`src/rtl/pr4d_pkg.sv`:
```
// ----------------------------------------------------------------------------
// pr4d_pkg: shared types and constants of the 4D plane rotation
// Angle reduction limits, the CORDIC arctangent table, plane codes and the
// control record that travels with each item down the pipeline.
// ----------------------------------------------------------------------------
package pr4d_pkg;

  // Angle input: degrees with 16 fraction bits, signed.
  localparam int ANGLE_W = 26;
  // Reduction arithmetic carries one extra bit so that adding two full turns fits.
  localparam int RED_W = ANGLE_W + 1;

  localparam int DEG_FULL    = 23592960;
  localparam int DEG_HALF    = 11796480;
  localparam int DEG_QUARTER = 5898240;

  // pi/180 in Q46, split into a high and a low part for two narrow multipliers.
  localparam logic [40:0] RAD_PER_DEG_Q46 = 41'd1228166276391;
  localparam int K_SPLIT   = 20;
  localparam int KH_W      = 41 - K_SPLIT + 1;
  localparam int KL_W      = K_SPLIT + 1;
  localparam int Z_SUM_W   = 66;
  localparam int Z_SHIFT   = 32;

  // CORDIC datapath width: Q30 values with headroom for growth and residual angle.
  localparam int CS_W = 34;
  // Cosine and sine after clamping to [-1, 1] in Q30.
  localparam int COEF_W = 32;

  localparam int GAIN_INV_Q30 = 652032874;
  localparam int ONE_Q30      = 1073741824;

  // Coordinates are split at this bit for the output multiplications.
  localparam int LO_BITS = 16;

  // Plane codes.
  localparam logic [2:0] PLANE_XY = 3'd0;
  localparam logic [2:0] PLANE_YZ = 3'd1;
  localparam logic [2:0] PLANE_ZW = 3'd2;
  localparam logic [2:0] PLANE_XW = 3'd3;
  localparam logic [2:0] PLANE_XZ = 3'd4;
  localparam logic [2:0] PLANE_YW = 3'd5;

  // Coordinate slots inside the packed vector, x lowest.
  localparam logic [1:0] IDX_X = 2'd0;
  localparam logic [1:0] IDX_Y = 2'd1;
  localparam logic [1:0] IDX_Z = 2'd2;
  localparam logic [1:0] IDX_W = 2'd3;

  // Control record carried along with each item.
  typedef struct packed {
    logic [2:0] func;
    logic       neg;
  } pr4d_ctrl_t;

  // atan(2^-i) in Q30 radians.
  function automatic logic [30:0] atan_q30(input int i);
    logic [30:0] v;
    case (i)
      0:  v = 31'd843314857;
      1:  v = 31'd497837829;
      2:  v = 31'd263043837;
      3:  v = 31'd133525159;
      4:  v = 31'd67021687;
      5:  v = 31'd33543516;
      6:  v = 31'd16775851;
      7:  v = 31'd8388437;
      8:  v = 31'd4194283;
      9:  v = 31'd2097149;
      10: v = 31'd1048576;
      11: v = 31'd524288;
      12: v = 31'd262144;
      13: v = 31'd131072;
      14: v = 31'd65536;
      15: v = 31'd32768;
      16: v = 31'd16384;
      17: v = 31'd8192;
      18: v = 31'd4096;
      19: v = 31'd2048;
      20: v = 31'd1024;
      21: v = 31'd512;
      22: v = 31'd256;
      23: v = 31'd128;
      24: v = 31'd64;
      25: v = 31'd32;
      26: v = 31'd16;
      27: v = 31'd8;
      28: v = 31'd4;
      29: v = 31'd2;
      30: v = 31'd1;
      default: v = 31'd0;
    endcase
    return v;
  endfunction

endpackage

```
`src/rtl/pr4d_cordic_cell.sv`:
```
// ----------------------------------------------------------------------------
// pr4d_cordic_cell: one rotation-mode CORDIC iteration
// Holds one item of the chain and performs the shift-add step of its index,
// then hands the item to the next cell.
// ----------------------------------------------------------------------------
module pr4d_cordic_cell #(
  parameter int CW    = 32,
  parameter int STAGE = 0
) (
  input  logic                             clk,
  input  logic                             rst_n,
  input  logic                             up_valid,
  output logic                             up_ready,
  input  pr4d_pkg::pr4d_ctrl_t             up_ctrl,
  input  logic signed [pr4d_pkg::CS_W-1:0] up_x,
  input  logic signed [pr4d_pkg::CS_W-1:0] up_y,
  input  logic signed [pr4d_pkg::CS_W-1:0] up_z,
  input  logic [4*CW-1:0]                  up_crd,
  output logic                             dn_valid,
  input  logic                             dn_ready,
  output pr4d_pkg::pr4d_ctrl_t             dn_ctrl,
  output logic signed [pr4d_pkg::CS_W-1:0] dn_x,
  output logic signed [pr4d_pkg::CS_W-1:0] dn_y,
  output logic signed [pr4d_pkg::CS_W-1:0] dn_z,
  output logic [4*CW-1:0]                  dn_crd
);
  import pr4d_pkg::*;

  localparam logic signed [CS_W-1:0] ATAN = CS_W'(atan_q30(STAGE));

  logic                   vld_r;
  logic                   take;
  pr4d_ctrl_t             ctrl_r;
  logic [4*CW-1:0]        crd_r;
  logic signed [CS_W-1:0] x_r, x_nxt;
  logic signed [CS_W-1:0] y_r, y_nxt;
  logic signed [CS_W-1:0] z_r, z_nxt;

  assign take     = !vld_r || dn_ready;
  assign up_ready = take;

  // Rotate toward a zero residual angle; a residual of zero rotates forward.
  always_comb begin
    logic signed [CS_W-1:0] dx;
    logic signed [CS_W-1:0] dy;
    dx = up_y >>> STAGE;
    dy = up_x >>> STAGE;
    if (!up_z[CS_W-1]) begin
      x_nxt = up_x - dx;
      y_nxt = up_y + dy;
      z_nxt = up_z - ATAN;
    end else begin
      x_nxt = up_x + dx;
      y_nxt = up_y - dy;
      z_nxt = up_z + ATAN;
    end
  end

  always_ff @(posedge clk) begin
    if (!rst_n) begin
      vld_r <= 1'b0;
    end else if (take) begin
      vld_r <= up_valid;
    end
  end

  always_ff @(posedge clk) begin
    if (take) begin
      ctrl_r <= up_ctrl;
      crd_r  <= up_crd;
      x_r    <= x_nxt;
      y_r    <= y_nxt;
      z_r    <= z_nxt;
    end
  end

  assign dn_valid = vld_r;
  assign dn_ctrl  = ctrl_r;
  assign dn_x     = x_r;
  assign dn_y     = y_r;
  assign dn_z     = z_r;
  assign dn_crd   = crd_r;

endmodule

```
`config.mk`:
```
export PLATFORM = sky130hd
export DESIGN_NAME = pr4d_cordic_cell
export DESIGN_NICKNAME = d
export VERILOG_FILES = /design/src/rtl/pr4d_pkg.sv /design/src/rtl/pr4d_cordic_cell.sv
export SDC_FILE = /design/constraint.sdc
export NUM_CORES = 1
export LEC_CHECK = 0
export BUFFER_PORTS_ARGS = -buffer_cell sky130_fd_sc_hd__buf_2
export CAP_MARGIN = 10
export CORE_AREA = 2 2 185 187
export DETAILED_ROUTE_END_ITERATION = 6
export DIE_AREA = 0 0 187 189
export PLACE_DENSITY = 0.67
export SLEW_MARGIN = 15
export SYNTH_ARGS = -nofsm -noshare
export SYNTH_HDL_FRONTEND = slang
export SYNTH_SLANG_ARGS = --single-unit
```
`constraint.sdc`:
```
create_clock -name clk -period 11.8 [get_ports clk]
set_input_delay 0.59 -clock clk [delete_from_list [all_inputs] [get_ports clk]]
set_output_delay 0.59 -clock clk [all_outputs]
set_load 0.02 [all_outputs]
```
**Word-level counts from Yosys, hierarchy flattened**

Cells that the tools add are included.

- Input port bits: 238
- Bits in registers: 235
- Word-level logic and storage cells: 17

- Muxes and demuxes: 3
- Add/sub/neg operators: 5
- Reductions and logical operators: 2

Operators with widths:

| cell | number |
|---|---|
| 2-to-1 mux 34 bit | 3 |
| subtractor 34 bit | 2 |
| adder 34 x 31 -> 34 bit (second input constant) | 1 |
| adder 34 bit | 1 |
| subtractor 34 x 31 -> 34 bit (second input constant) | 1 |
| zero test 1 bit | 1 |
| logical OR 1 bit | 1 |

**Depth between registers and ports, before layout**

- Depth in word-level cells: 2
- Gate-level depth with buffers: 14
- Mapped depth without buffers: 12

**Least setup slack after synthesis**

No wires, ideal clock.

- Path type: input port to flip-flop
- Start: input port dn_ready
- End: register vld_r (netlist: dn_valid)
- Arrival time: 6.860 ns
- Path slack: 4.529 ns
- Stages on the path: 2
- Data required time: 11.389 ns
- Cells stage by stage: nand2b_1 a21boi_0

- Longest elaborated chain between the ends: 1

Ends and longest elaborated chain:

| item | line | source |
|---|---|---|
| start, declared | pr4d_cordic_cell.sv:20 | `input logic dn_ready,` |
| logical OR 1 bit | pr4d_cordic_cell.sv:39 | `assign take = !vld_r \|\| dn_ready;` |
| end signal, assigned | pr4d_cordic_cell.sv:63 | `vld_r <= up_valid;` |
| end, declared | pr4d_cordic_cell.sv:31 | `logic vld_r;` |

Every way passes these cells.
A chain may end at the register's enable or synchronous reset.

**Worst setup path in the final report**

- Start: input port up_z[33] (netlist bit)
- End: register z_r[32] (netlist: dn_z[32]), data pin

- Longest elaborated chain between the ends: 1

Ends and longest elaborated chain:

| item | line | source |
|---|---|---|
| start, declared | pr4d_cordic_cell.sv:17 | `input logic signed [pr4d_pkg::CS_W-1:0] up_z,` |
| 2-to-1 mux 34 bit | pr4d_cordic_cell.sv:48 | `if (!up_z[CS_W-1]) begin` |
| via z_nxt[32] | pr4d_cordic_cell.sv:37 | `logic signed [CS_W-1:0] z_r, z_nxt;` |
| end signal, assigned | pr4d_cordic_cell.sv:73 | `z_r <= z_nxt;` |
| end, declared | pr4d_cordic_cell.sv:37 |  |

The timed path passes the listed nets, and every way through them passes these cells.

==> results by group <==
Finish
  • Highest-count cells in the layout ignoring fill and taps: sky130_fd_sc_hd__buf_2, sky130_fd_sc_hd__edfxtp_1, sky130_fd_sc_hd__a21oi_1
  • Share of the core filled with cells in the final layout: 54.4%
  • Fraction of layout instances using a drive strength above 1: 30.8%
  • Most common cell after layout, fill and taps aside: sky130_fd_sc_hd__buf_2
  • Area added between synthesis and finish: 24.9%
  • # fillers: 3034
  • Multi-input gate area in the final layout: 6870 sq um
  • Total Nets Final: 2162
  • Final instance count without filler cells: 2261
  • Area taken by flip-flops and latches: 7020 sq um

Placement
  • Routability-driven placement congestion ratio: 0.954
  • Number of input and output port buffers inserted: 473
  • Final HPWL from detailed placement: 37.5 mm
  • Instance count after placement with tap cells included: 2208

Clock tree
  • Count of clock tree sinks: 234
  • Clock latency on the worst-skew pair: 0.52 ns
  • H-Tree Depth: 1
  • Clock root buffer master: sky130_fd_sc_hd__clkbuf_16
  • Number of buffers inserted during clock tree synthesis: 26
  • TritonCTS clock tree: done
  • Number of buffers on the longest clock path: 3
  • Reg clk slew, reported paths: 0.06 ns
  • # Post-CTS Setup Buffers: 0
  • Count of cells resized by post-cts repair: 0
  • Number of hold buffers added after cts: 0

Timing
  • Setup Skew: 0.00544 ns
  • Max-slew headroom at the worst pin: 35.1%
  • Final hold viol count: 0
  • Setup repair after global routing missed its margin: no
  • Actual slew at the worst max-slew pin: 0.974 ns
  • Max-slew violation count: 0
  • Setup_tns: 0 ns
  • Period utilization: 32.4%
  • Final worst path period need: 3.82 ns
  • Final setup violating endpoints: 0
  • Fmax: 262 MHz

Min path
  • Path class of the lowest-slack min-delay path: primary input to flip-flop

Critical path
  • Launching element of the worst setup path: up_z[33]
  • Crit path to: dn_z[32]$_DFFE_PP_
  • Worst R2R End: dn_y[5]$_DFFE_PP_
  • Kind of launch point of the worst setup path: primary input
  • WP data required: 12.07 ns
  • Logic depth of the worst register-to-register path: 2
  • Crit end category: flip-flop
  • Start of the worst register-to-register path: dn_valid$_SDFFE_PN0P_
  • Reg-to-reg setup timing slack: 9.61 ns
  • Classification of the worst setup path: primary input to flip-flop
  • Crit path DAT: 4.09 ns
  • Maximum fanout count along the critical path: 77

Die
  • Total number of placement rows: 67
  • Die outline width: 187 microns
  • Boundary pin count: 474
  • Area of the die: 35300 sq um
  • Die height: 189 microns
  • Area of the core region: 33300 sq um
  • Starting Density: 43.6%

Yosys
  • Register bit total from synthesis: 234
  • Post-synth top area cell: sky130_fd_sc_hd__edfxtp_1
  • Post-synthesis compound-gate area fraction: 19.0%
  • Distinct cells, synth: 82
  • Area share of the largest cell type after synthesis: 48.2%
  • Main synth FF type: sky130_fd_sc_hd__edfxtp_1
  • Post-synthesis xor/xnor area fraction: 5.79%
  • Yosys warning count: 0
  • Net count after synthesis: 1708
  • Largest cells by area after synthesis: sky130_fd_sc_hd__edfxtp_1, sky130_fd_sc_hd__ha_1, sky130_fd_sc_hd__a21oi_1, sky130_fd_sc_hd__xnor2_1, sky130_fd_sc_hd__inv_1
  • Fraction of the mapped netlist area in adder cells: 11.9%
  • Share of synthesized area occupied by flip-flops and latches: 48.4%
  • Synth Area in Simple Gates: 9.28%
  • Async S/R FF share, synth: 0%
  • Main combinational cell family by area after synthesis: compound AO/OA/AOI/OAI gates
  • Synthesized area divided by synthesized cell count: 10.9 sq um
  • Number of flops mapped to enable cells by yosys: 233
  • Count of mapped cells out of synthesis: 1334
  • Fraction of synthesized area in multiplexers: 1.25%
  • Cell Area, Synth: 14500 sq um

Global route
  • Met3 capacity usage during global routing: 3.61%
  • Global-route usage over all layers: 25.8%
  • Met2 usage in global routing: 46.0%
  • GRT Max-Usage Layer: met2
  • Met1 demand-to-capacity share in global routing: 32.4%
  • Pin count of the biggest net entering global routing: 177
  • Grt ovf: 0
  • Number of global-route vias before repair: 11923
  • First-pass GRT wire length: 70.2 mm
  • Antenna violations before repair: 10

Flow run
  • Max-cap violations: 0

Pwr
  • Part of the total power dissipated in combinational logic: 28.8%
  • Net switching power figure: 0.000841 W
  • Register share of total power: 41.1%
  • Switching share of power: 31.8%
  • PD cells: 146 nW/um^2
  • Peak supply drop: 108 uV
  • Share of total power in the clock network: 30.1%
  • Leakage power total: 8.20 nW
  • Internal: 0.00180 W
  • Overall power of the completed layout: 0.00264 W

Status
  • Failing checks: DRC
  • Result of the run: finished with violations

Drt
  • Detailed-route wire length per cell: 21.0 microns
  • Via total after detailed routing: 12236
  • Number of violations reported at the end of detailed-routing iteration 0: 953
  • Ratio of routed vias to standard cells: 5.41
  • Remaining antenna violation count after routing: 0
  • First-pass detailed-route iteration total: 7
  • Detailed-route wire length: 47.4 mm
  • Post-route DRC: 1
[worst min path at each step]
stage | startpoint | endpoint | slack (ns) | depth (start not counted)
6_report | up_crd[41] | dn_crd[41]$_DFFE_PP_ | 0.24 | 1
5_1_grt | up_crd[84] | dn_crd[84]$_DFFE_PP_ | 0.21 | 1
4_1_cts | up_crd[123] | dn_crd[123]$_DFFE_PP_ | 0.20 | 1
3_5_place_dp | up_crd[8] | dn_crd[8]$_DFFE_PP_ | 0.77 | 1
3_3_place_gp | up_crd[55] | dn_crd[55]$_DFFE_PP_ | 0.77 | 1
2_1_floorplan | up_crd[0] | dn_crd[0]$_DFFE_PP_ | 0.69 | 0
[synth_stat cells (4+ instances only)]
master                      number
sky130_fd_sc_hd__o211ai_1        9
sky130_fd_sc_hd__o21ai_1        12
sky130_fd_sc_hd__nand2b_1       11
sky130_fd_sc_hd__nor2b_1        22
sky130_fd_sc_hd__or2_2           4
sky130_fd_sc_hd__edfxtp_1      233
sky130_fd_sc_hd__a221o_1         4
sky130_fd_sc_hd__o31a_1          5
sky130_fd_sc_hd__clkbuf_1       29
sky130_fd_sc_hd__nand4_1        13
sky130_fd_sc_hd__a21oi_1       143
sky130_fd_sc_hd__xor2_1         17
sky130_fd_sc_hd__buf_2          16
sky130_fd_sc_hd__o21bai_1       27
sky130_fd_sc_hd__fa_1            4
sky130_fd_sc_hd__or3_1           8
sky130_fd_sc_hd__nor2_1         73
sky130_fd_sc_hd__a31oi_1        15
sky130_fd_sc_hd__nand2_1        71
sky130_fd_sc_hd__a211oi_1       12
sky130_fd_sc_hd__and3_1          5
sky130_fd_sc_hd__ha_1          132
sky130_fd_sc_hd__nor4_1          6
sky130_fd_sc_hd__a21o_1         46
sky130_fd_sc_hd__inv_1         105
sky130_fd_sc_hd__o2111ai_1       5
sky130_fd_sc_hd__nor3_1         24
sky130_fd_sc_hd__xnor2_1        77
sky130_fd_sc_hd__o22ai_1         5
sky130_fd_sc_hd__o31ai_1         7
sky130_fd_sc_hd__o21ai_0        65
sky130_fd_sc_hd__nand3_1        19
sky130_fd_sc_hd__o21a_1         12
sky130_fd_sc_hd__mux2i_1        17
[metrics by stage]
step | area [sq um] | setup slack, ns | hold WS, ns
after floorplan | 14500 | 4.53 | 0.689
after global placement | 17300 | 7.49 | 0.767
after detailed placement | 17300 | 7.46 | 0.768
after CTS | 18100 | 8.02 | 0.202
after global routing | 18100 | 7.68 | 0.205
final | 18100 | 7.98 | 0.235
[power by group through the flow]
| stage | logic [W] | registers, W | clock network (W) |
|---|---|---|---|
| final | 0.000761 | 0.00109 | 0.000796 |
| after global routing | 0.000817 | 0.00110 | 0.000849 |
| after CTS | 0.000758 | 0.00109 | 0.000821 |
| after detailed placement | 0.000753 | 0.00110 | 0 |
| after global placement | 0.000751 | 0.00110 | 0 |
| after floorplan | 0.000341 | 0.00126 | 0 |
[layer usage]
metal / up-vias / routed length (microns)
met5: - / 13
met4: 2 / 1360
met3: 78 / 2930
met2: 526 / 23900
met1: 5813 / 19200
li1: 5817 / -
[sequential cells by signal, summed over array words and instances (netlist names)]
| name | flops |
|---|---|
| dn_crd | 128 |
| dn_valid | 1 |
| dn_z | 34 |
| dn_y | 33 |
| dn_x | 34 |
| dn_ctrl | 4 |
[critical path, stage by stage]
cell and delay [ns]:
sky130_fd_sc_hd__buf_2 0.08, sky130_fd_sc_hd__buf_4 0.67, sky130_fd_sc_hd__inv_2 0.18, sky130_fd_sc_hd__buf_4 0.45
sky130_fd_sc_hd__ha_1 0.50, sky130_fd_sc_hd__nand2_1 0.07, sky130_fd_sc_hd__nor2_1 0.13, sky130_fd_sc_hd__and3_1 0.17
sky130_fd_sc_hd__a21oi_1 0.14, sky130_fd_sc_hd__o41ai_4 0.42, sky130_fd_sc_hd__nand3_1 0.19, sky130_fd_sc_hd__a221oi_1 0.35
sky130_fd_sc_hd__xor2_1 0.10
[cell type report]
| type | count | area share, % |
|---|---|---|
| clock inverters | 14 | 0.822 |
| repair buffers | 476 | 13.3 |
| well taps | 448 | 3.09 |
| flip-flops and latches | 234 | 38.7 |
| diodes | 7 | 0.0967 |
| clock buffers | 32 | 3.83 |
| inverters | 109 | 2.26 |
| multi-input cells | 941 | 37.9 |
[logic make-up (layout without fill, tap and decap cells)]
family                     count (synthesis)  count (layout)
AOI/OAI and AO/OA                        419             419
and+or+nand+nor                          273             273
DFF                                      234             234
buffers and inverters                    159             631
adders and majority gates                136             136
xor gates and xnor gates                  95              95
muxes                                     18              18
other                                      0               7
(Power assumes the default switching activity.)
