--- src/rtl/pr4d_pkg.sv ---
// ----------------------------------------------------------------------------
// pr4d_pkg: shared types and constants of the 4D plane rotation
// Angle reduction limits, the CORDIC arctangent table, plane codes and the
// control record that travels with each item down the pipeline.
// ----------------------------------------------------------------------------
package pr4d_pkg;

  // Angle input: degrees with 16 fraction bits, signed.
  localparam int ANGLE_W = 26;
  // Reduction arithmetic carries one extra bit so that adding two full turns fits.
  localparam int RED_W = ANGLE_W + 1;

  localparam int DEG_FULL    = 23592960;
  localparam int DEG_HALF    = 11796480;
  localparam int DEG_QUARTER = 5898240;

  // pi/180 in Q46, split into a high and a low part for two narrow multipliers.
  localparam logic [40:0] RAD_PER_DEG_Q46 = 41'd1228166276391;
  localparam int K_SPLIT   = 20;
  localparam int KH_W      = 41 - K_SPLIT + 1;
  localparam int KL_W      = K_SPLIT + 1;
  localparam int Z_SUM_W   = 66;
  localparam int Z_SHIFT   = 32;

  // CORDIC datapath width: Q30 values with headroom for growth and residual angle.
  localparam int CS_W = 34;
  // Cosine and sine after clamping to [-1, 1] in Q30.
  localparam int COEF_W = 32;

  localparam int GAIN_INV_Q30 = 652032874;
  localparam int ONE_Q30      = 1073741824;

  // Coordinates are split at this bit for the output multiplications.
  localparam int LO_BITS = 16;

  // Plane codes.
  localparam logic [2:0] PLANE_XY = 3'd0;
  localparam logic [2:0] PLANE_YZ = 3'd1;
  localparam logic [2:0] PLANE_ZW = 3'd2;
  localparam logic [2:0] PLANE_XW = 3'd3;
  localparam logic [2:0] PLANE_XZ = 3'd4;
  localparam logic [2:0] PLANE_YW = 3'd5;

  // Coordinate slots inside the packed vector, x lowest.
  localparam logic [1:0] IDX_X = 2'd0;
  localparam logic [1:0] IDX_Y = 2'd1;
  localparam logic [1:0] IDX_Z = 2'd2;
  localparam logic [1:0] IDX_W = 2'd3;

  // Control record carried along with each item.
  typedef struct packed {
    logic [2:0] func;
    logic       neg;
  } pr4d_ctrl_t;

  // atan(2^-i) in Q30 radians.
  function automatic logic [30:0] atan_q30(input int i);
    logic [30:0] v;
    case (i)
      0:  v = 31'd843314857;
      1:  v = 31'd497837829;
      2:  v = 31'd263043837;
      3:  v = 31'd133525159;
      4:  v = 31'd67021687;
      5:  v = 31'd33543516;
      6:  v = 31'd16775851;
      7:  v = 31'd8388437;
      8:  v = 31'd4194283;
      9:  v = 31'd2097149;
      10: v = 31'd1048576;
      11: v = 31'd524288;
      12: v = 31'd262144;
      13: v = 31'd131072;
      14: v = 31'd65536;
      15: v = 31'd32768;
      16: v = 31'd16384;
      17: v = 31'd8192;
      18: v = 31'd4096;
      19: v = 31'd2048;
      20: v = 31'd1024;
      21: v = 31'd512;
      22: v = 31'd256;
      23: v = 31'd128;
      24: v = 31'd64;
      25: v = 31'd32;
      26: v = 31'd16;
      27: v = 31'd8;
      28: v = 31'd4;
      29: v = 31'd2;
      30: v = 31'd1;
      default: v = 31'd0;
    endcase
    return v;
  endfunction

endpackage

--- src/rtl/pr4d_reduce.sv ---
// ----------------------------------------------------------------------------
// pr4d_reduce: angle reduction and conversion to radians
// Reduces the angle into one turn, folds it into [-90, 90] degrees and
// converts it to a Q30 radian angle for the CORDIC chain, in five slots.
// ----------------------------------------------------------------------------
module pr4d_reduce #(
  parameter int CW = 32
) (
  input  logic                               clk,
  input  logic                               rst_n,
  input  logic                               up_valid,
  output logic                               up_ready,
  input  logic [2:0]                         up_func,
  input  logic signed [pr4d_pkg::ANGLE_W-1:0] up_angle,
  input  logic [4*CW-1:0]                    up_crd,
  output logic                               dn_valid,
  input  logic                               dn_ready,
  output pr4d_pkg::pr4d_ctrl_t               dn_ctrl,
  output logic signed [pr4d_pkg::CS_W-1:0]   dn_z,
  output logic [4*CW-1:0]                    dn_crd
);
  import pr4d_pkg::*;

  localparam int NS   = 5;
  localparam int PH_W = RED_W + KH_W;
  localparam int PL_W = RED_W + KL_W;

  localparam logic signed [RED_W-1:0] FULL    = RED_W'(DEG_FULL);
  localparam logic signed [RED_W-1:0] FULL2   = RED_W'(2 * DEG_FULL);
  localparam logic signed [RED_W-1:0] HALF    = RED_W'(DEG_HALF);
  localparam logic signed [RED_W-1:0] QUARTER = RED_W'(DEG_QUARTER);
  localparam logic signed [KH_W-1:0]  K_HI    =
    $signed({1'b0, RAD_PER_DEG_Q46[40:K_SPLIT]});
  localparam logic signed [KL_W-1:0]  K_LO    =
    $signed({1'b0, RAD_PER_DEG_Q46[K_SPLIT-1:0]});
  localparam logic signed [Z_SUM_W-1:0] Z_ROUND =
    {{(Z_SUM_W-Z_SHIFT){1'b0}}, 1'b1, {(Z_SHIFT-1){1'b0}}};

  logic [NS-1:0] vld_r;
  logic [NS:0]   take;

  pr4d_ctrl_t ctrl_r [NS];
  pr4d_ctrl_t ctrl_nxt [NS];
  logic [4*CW-1:0] crd_r [NS];

  logic signed [RED_W-1:0]  r1_r, r1_nxt;
  logic signed [RED_W-1:0]  t2_r, t2_nxt;
  logic signed [RED_W-1:0]  r3_r, r3_nxt;
  logic signed [PH_W-1:0]   ph_r, ph_nxt;
  logic signed [PL_W-1:0]   pl_r, pl_nxt;
  logic signed [CS_W-1:0]   z_r, z_nxt;

  // A slot takes a new item when it is empty or its item moves on.
  always_comb begin
    take[NS] = dn_ready;
    for (int k = NS - 1; k >= 0; k--) begin
      take[k] = !vld_r[k] || take[k+1];
    end
  end

  assign up_ready = take[0];

  // Slot datapath.
  always_comb begin
    logic signed [RED_W-1:0]   a;
    logic signed [Z_SUM_W-1:0] zsum;
    a = {up_angle[ANGLE_W-1], up_angle};

    // One full turn into [0, 360) degrees.
    if (a < -FULL) begin
      r1_nxt = a + FULL2;
    end else if (a < 0) begin
      r1_nxt = a + FULL;
    end else if (a >= FULL) begin
      r1_nxt = a - FULL;
    end else begin
      r1_nxt = a;
    end

    // Into (-180, 180] degrees.
    t2_nxt = (r1_r > HALF) ? r1_r - FULL : r1_r;

    // Into [-90, 90] degrees; a half-turn fold flips both cosine and sine.
    ctrl_nxt[0].func = up_func;
    ctrl_nxt[0].neg  = 1'b0;
    ctrl_nxt[1]      = ctrl_r[0];
    ctrl_nxt[2]      = ctrl_r[1];
    if (t2_r > QUARTER) begin
      r3_nxt           = t2_r - HALF;
      ctrl_nxt[2].neg  = 1'b1;
    end else if (t2_r < -QUARTER) begin
      r3_nxt           = t2_r + HALF;
      ctrl_nxt[2].neg  = 1'b1;
    end else begin
      r3_nxt           = t2_r;
    end
    ctrl_nxt[3] = ctrl_r[2];
    ctrl_nxt[4] = ctrl_r[3];

    // Degrees times pi/180 as two partial products.
    ph_nxt = r3_r * K_HI;
    pl_nxt = r3_r * K_LO;

    // Recombine, round and drop to Q30 radians.
    zsum  = (Z_SUM_W'(ph_r) <<< K_SPLIT) + Z_SUM_W'(pl_r) + Z_ROUND;
    z_nxt = zsum[Z_SHIFT +: CS_W];
  end

  // Valid bits.
  always_ff @(posedge clk) begin
    if (!rst_n) begin
      vld_r <= '0;
    end else begin
      if (take[0]) begin
        vld_r[0] <= up_valid;
      end
      for (int k = 1; k < NS; k++) begin
        if (take[k]) begin
          vld_r[k] <= vld_r[k-1];
        end
      end
    end
  end

  // Payload registers.
  always_ff @(posedge clk) begin
    if (take[0]) begin
      ctrl_r[0] <= ctrl_nxt[0];
      crd_r[0]  <= up_crd;
    end
    for (int k = 1; k < NS; k++) begin
      if (take[k]) begin
        ctrl_r[k] <= ctrl_nxt[k];
        crd_r[k]  <= crd_r[k-1];
      end
    end
    if (take[0]) r1_r <= r1_nxt;
    if (take[1]) t2_r <= t2_nxt;
    if (take[2]) r3_r <= r3_nxt;
    if (take[3]) begin
      ph_r <= ph_nxt;
      pl_r <= pl_nxt;
    end
    if (take[4]) z_r <= z_nxt;
  end

  assign dn_valid = vld_r[NS-1];
  assign dn_ctrl  = ctrl_r[NS-1];
  assign dn_z     = z_r;
  assign dn_crd   = crd_r[NS-1];

endmodule

--- config.mk ---
export PLATFORM = sky130hd
export DESIGN_NAME = pr4d_reduce
export DESIGN_NICKNAME = d
export VERILOG_FILES = /design/src/rtl/pr4d_pkg.sv /design/src/rtl/pr4d_reduce.sv
export SDC_FILE = /design/constraint.sdc
export NUM_CORES = 2
export LEC_CHECK = 0
export ABC_CLOCK_PERIOD_IN_PS = 18400
export BUFFER_PORTS_ARGS = -buffer_cell sky130_fd_sc_hd__clkbuf_2
export CAP_MARGIN = 40
export CORE_MARGIN = 10
export CORE_UTILIZATION = 51
export DETAILED_ROUTE_END_ITERATION = 8
export PLACE_DENSITY = 0.65
export SLEW_MARGIN = 30
export SYNTH_ARGS = -nofsm -noshare
export SYNTH_HDL_FRONTEND = slang
export SYNTH_SLANG_ARGS = --single-unit
--- constraint.sdc ---
create_clock -name clk -period 18.4 [get_ports clk]
set_input_delay 0.92 -clock clk [delete_from_list [all_inputs] [get_ports clk]]
set_output_delay 0.92 -clock clk [all_outputs]
set_load 0.1 [all_outputs]
**Yosys cells after proc, flatten, opt, wreduce, memory -nomap -nowiden**

Memories as Yosys holds them, arrays and structs flattened.
Index checks and enable logic that the tools add are counted.

- Word-level logic and storage cells: 57
- Output and inout port bits: 168
- Memory bits (read-only): 0
- Bits in writable memories: 660
- Flip-flop bits (word level): 213
- Input port bits: 161
- Memories kept: 2
- Bits in latches: 0

- Muxes and demuxes: 18
- Shift-type cells: 0
- Bitwise logic cells: 0
- Reduce and logical (&&, ||, !) cells: 10
- Equality and inequality tests: 0
- Order comparisons: 6
- Add/sub/neg operators: 8
- $mul: 2
- Div/mod/pow operators: 0

Memory list:

| memory | depth | bits a word | read ports | clocked after Yosys merged registers in | wr ports | line | RTL |
|---|---|---|---|---|---|---|---|
| crd_r | 5 | 128 | 5 | 0 | 5 | pr4d_reduce.sv:44 | `logic [4*CW-1:0] crd_r [NS];` |
| ctrl_r | 5 | 4 | 5 | 0 | 5 | pr4d_reduce.sv:42 | `pr4d_ctrl_t ctrl_r [NS];` |

Operators with widths:

| operator | number |
|---|---|
| $mux W27 | 6 |
| $add A66 B33 Y66 const B | 1 |
| $add A66 B48 Y66 | 1 |
| $mul A27 B21 Y48 const B | 1 |
| $mul A27 B21 Y45 const B | 1 |
| $add A26 B26 Y27 const B | 1 |
| $add A26 B27 Y27 const B | 1 |
| $add A27 B25 Y27 const B | 1 |
| $gt A27 B24 Y1 const B | 1 |
| $gt A27 B25 Y1 const B | 1 |
| $lt A27 B24 Y1 const B | 1 |
| $sub A26 B26 Y27 const B | 1 |
| $sub A27 B25 Y27 const B | 1 |
| $sub A27 B26 Y27 const B | 1 |
| $ge A26 B26 Y1 const B | 1 |
| $lt A26 B1 Y1 const B | 1 |
| $lt A26 B26 Y1 const B | 1 |
| $mux W1 | 12 |
| $logic_not A1 Y1 | 5 |
| $logic_or A1 B1 Y1 | 5 |

**Longest topological paths before layout**

- Word-level depth: 8
- Gate-level depth with buffers: 25
- Depth with buffers taken out: 24

**Worst setup path before layout**

Ideal clock, no wire load.

- Path kind: flip-flop to flip-flop
- From: register r3_r[26]
- To: register ph_r[45] (data pin)
- Stages on the path, launching flop included: 22
- Path buffers: 1
- Arrival: 8.096 ns
- Library setup time: 0.260 ns
- Required time: 18.140 ns
- Path slack: 10.044 ns
- Path through: edfxtp_1 > inv_1 > buf_1 > fa_1 > inv_1 > ha_1 > fa_1 > inv_1 > fa_1 > inv_1 > fa_1 > fa_1 > inv_1 > fa_1 > inv_1 > ha_1 > a21o_1 > a211o_1 > nand2b_1 > a21oi_1 > a41oi_2 > xnor2_1

- Cells in the longest elaborated chain, start to end: 1

RTL lines:

| element | line | RTL |
|---|---|---|
| start, declared | pr4d_reduce.sv:48 | `logic signed [RED_W-1:0] r3_r, r3_nxt;` |
| start signal, assigned | pr4d_reduce.sv:139 | `if (take[2]) r3_r <= r3_nxt;` |
| $mul A27 B21 Y45 | pr4d_reduce.sv:101 | `ph_nxt = r3_r * K_HI;` |
| via ph_nxt[45] | pr4d_reduce.sv:49 | `logic signed [PH_W-1:0] ph_r, ph_nxt;` |
| end signal, assigned | pr4d_reduce.sv:141 | `ph_r <= ph_nxt;` |
| end, declared | pr4d_reduce.sv:49 |  |

The timed path passes the listed nets, and every way through them passes these cells.
A chain may end at the register's enable or synchronous reset.

**Final worst setup path**

- From: register r3_r[6]
- To: register ph_r[44] (data pin)

The elaborated chain is that of the path after synthesis.

==> results_dict.tcl <==
set metrics [dict create \
    ios 329 \
    overflow 0 \
    drt_iter0_markers 1556 \
    portBuffers 328 \
    die_h_um 329 \
    final_util_pct 56.9 \
    yosysWarnings 0 \
    cts_buffer_depth 3 \
    gp_congestion 0.896 \
    cp_slowest_cell "edfxtp_1" \
    synth-async-reset-ratio_pct 0 \
    rsz0062_at_grt "false" \
    cts_setup_buffers 0 \
    synth_seq_cells 850 \
    drive_gt1_share_pct 13.5 \
    rrSetupSlack_ns 11.01 \
    path_max_fanout 12 \
    antenna_found_initial 2 \
    grt_pass1_wl_um 159000 \
    core_um2 94900 \
    ys.flop_type "edfxtp_1" \
    worst_pin_slew_ns 0.832 \
    dieArea_um2 108000 \
    finalCritPeriodShare_pct 40.2 \
    crit_buf_inv 4 \
    worst_path_most_repeated_cell "fa_1" \
    finalSetupViolCount 0 \
    period_minus_slack_ns 7.39 \
    max_cap_violations 0 \
    num_vias 25500 \
    required_ns 18.80 \
    yosysSeqAreaShare_pct 52.4 \
    grt_pass1_vias 27100 \
    start_kind "register" \
    synth-edff-count 845 \
    status "complete, no violations" \
    clock.fmax_ghz 0.135 \
    slew_headroom_pct 44.5 \
    routed_wl_um 102000 \
    hold_viol_final 0 \
    slew_violations 0 \
    path_class "register to register" \
    netlist_area_um2 48600 \
    final_nets 4761 \
    viasPerCell 5.03 \
    die_x_um 329 \
    drt_drc_violations_left 0 \
    syn_area_per_cell_um2 14.1 \
    numCtsBuffers 86 \
    worstRegToRegCells 21 \
    nFillCells 7657 \
    cp_num_cells 21 \
    endpoint_kind "register" \
    syn2layout_area_growth_pct 11.0 \
    wl_per_cell_um 20.2 \
    drtPass1Iterations 5 \
    cp_top_family "adder cells" \
    cp.arrival_ns 7.79 \
    dpl.hpwl_um 80700 \
    initial_core_util_pct 51.3 \
    clkTransAtPathRegs_ns 0.06 \
    synthCells 3453 \
    synth_cell_type_count 76 \
    clock-sinks 850 \
    htreeDepth 3 \
    grtUsageTotal_pct 19.3 \
    holdBufCountCts 0 \
    post_cts_resized 0 \
    fin_setup_tns_ns 0 \
    holdPathStages 0 \
    crit_path_cell_trace "fa_1, fa_1, inv_1, fa_1, fa_1, inv_1, fa_1, fa_1, inv_1, fa_1, inv_1, ha_1, nand2_1, or4_1, o22ai_1, nor2_1, o21ai_1, a21o_1, o21ai_0, o21ai_0, xor2_1" \
    ant_nets 0 \
    hp-class "register to register" \
    rows 113 \
    max_stage_delay_ns 0.77 \
    clock_latency_ns 0.66 \
    skew_ns 0.0264 \
    syn_nets 4481 \
    cts_tree "built" \
    grt_max_degree 83 \
    clockRootBuffer "clkbuf_16" \
]
[metal layers]
| layer | vias to the layer above | global-route usage, % | share of wire [%] |
|---|---|---|---|
| met2 | 538 | 31.9 | 49 |
| met3 | 132 | 4.26 | 5.6 |
| met4 | 2 | 5.29 | 2.4 |
| li1 | 12200 | - | - |
| met5 | - | 0 | 0.013 |
| met1 | 12600 | 25.5 | 43 |
[worst paths after layout]
path,to,startpoint
min,crd_r[0][590],crd_r[0][462]
max,ph_r[44],r3_r[6]
max reg2reg,ph_r[44],r3_r[6]
min reg2reg,crd_r[0][590],crd_r[0][462]
[worst reg2reg max path, stage by stage (launching register included)]
cell and delay, ns:
edfxtp_1 0.77, fa_1 0.59, fa_1 0.55, inv_1 0.05
fa_1 0.48, fa_1 0.51, inv_1 0.06, fa_1 0.50
fa_1 0.54, inv_1 0.06, fa_1 0.50, inv_1 0.04
ha_1 0.36, nand2_1 0.11, or4_1 0.54, o22ai_1 0.17
nor2_1 0.13, o21ai_1 0.50, a21o_1 0.28, o21ai_0 0.10
o21ai_0 0.19, xor2_1 0.09
[area by class of cell]
type | count | area (um^2) | area share, %
clock inverters | 58 | 643 | 1.19
multi-input cells | 1728 | 19500 | 36.0
flip-flops and latches | 850 | 25500 | 47.2
diodes | 1 | 2.50 | 0.00464
inverters | 717 | 2700 | 5.00
well taps | 1265 | 1580 | 2.93
clock buffers | 95 | 2190 | 4.05
repair buffers | 350 | 1940 | 3.60
[synthesized netlist by cell type (19+ instances only)]
cell | number | area (um^2)
nand3_1 | 36 | 180
buf_4 | 128 | 961
ha_1 | 455 | 5690
a211oi_1 | 19 | 143
a21oi_1 | 123 | 616
nor3_1 | 23 | 115
nand2_1 | 84 | 315
xor2_1 | 42 | 368
nand4_1 | 20 | 125
inv_1 | 717 | 2690
clkbuf_1 | 26 | 97.6
o21ai_0 | 69 | 345
nor2_1 | 74 | 278
a21o_1 | 40 | 300
xnor2_1 | 103 | 902
edfxtp_1 | 845 | 25400
fa_1 | 412 | 8250
[stage by stage]
stage          area, um^2  cells  worst slack (ns)  hold WS [ns]
2_1_floorplan       48600   3453             10.04         0.400
3_3_place_gp        50900   4902             11.09         0.400
3_5_place_dp        51000   4905             11.00         0.405
4_1_cts             53900   5058             10.98         0.378
5_1_grt             54000   5063             10.58         0.393
6_report            54000   5064             11.01         0.401
[state kept, by name, summed over array words and instances (netlist names)]
signal	flops
dn_z	34
t2_r	27
pl_r	29
r1_r	27
ctrl_r	18
ph_r	43
vld_r	5
r3_r	27
crd_r	640
[cells by family (layout without fill, tap and decap cells)]
logic type	after synthesis	in the layout	share of synthesized area, %
buffers and inverters	875	1220	7.74
adder cells (fa/ha/maj)	868	868	28.7
AND/OR/NAND/NOR	322	322	3.24
multiplexers	11	11	0.226
AO/OA/AOI/OAI	382	382	5.14
other	0	1	0
flip-flops	850	850	52.4
XOR/XNOR	145	145	2.61
[placed cells by master (no fill, tap or decap), types with 10 or more instances in the layout]
master | netlist | layout
clkbuf_16 | 0 | 86
mux2i_1 | 11 | 11
o21a_1 | 15 | 15
xor2_1 | 42 | 42
a211oi_1 | 19 | 19
clkinv_1 | 0 | 19
nor2_1 | 74 | 74
nand2_1 | 84 | 82
a31oi_1 | 11 | 11
fa_1 | 412 | 412
inv_1 | 717 | 714
nor4_1 | 15 | 15
xnor2_1 | 103 | 103
edfxtp_1 | 845 | 845
nor2b_1 | 15 | 15
clkinv_2 | 0 | 16
nor3_1 | 23 | 23
a21o_1 | 40 | 40
o21bai_1 | 11 | 11
clkbuf_2 | 0 | 328
nand2b_1 | 18 | 18
bufinv_16 | 0 | 10
nand4_1 | 20 | 20
o21ai_0 | 69 | 69
ha_1 | 455 | 455
buf_4 | 128 | 13
a21oi_1 | 123 | 123
nand3_1 | 36 | 35
Power is not shown: default switching activity piles up to over one toggle a cycle in this logic, so the estimate is an artifact.
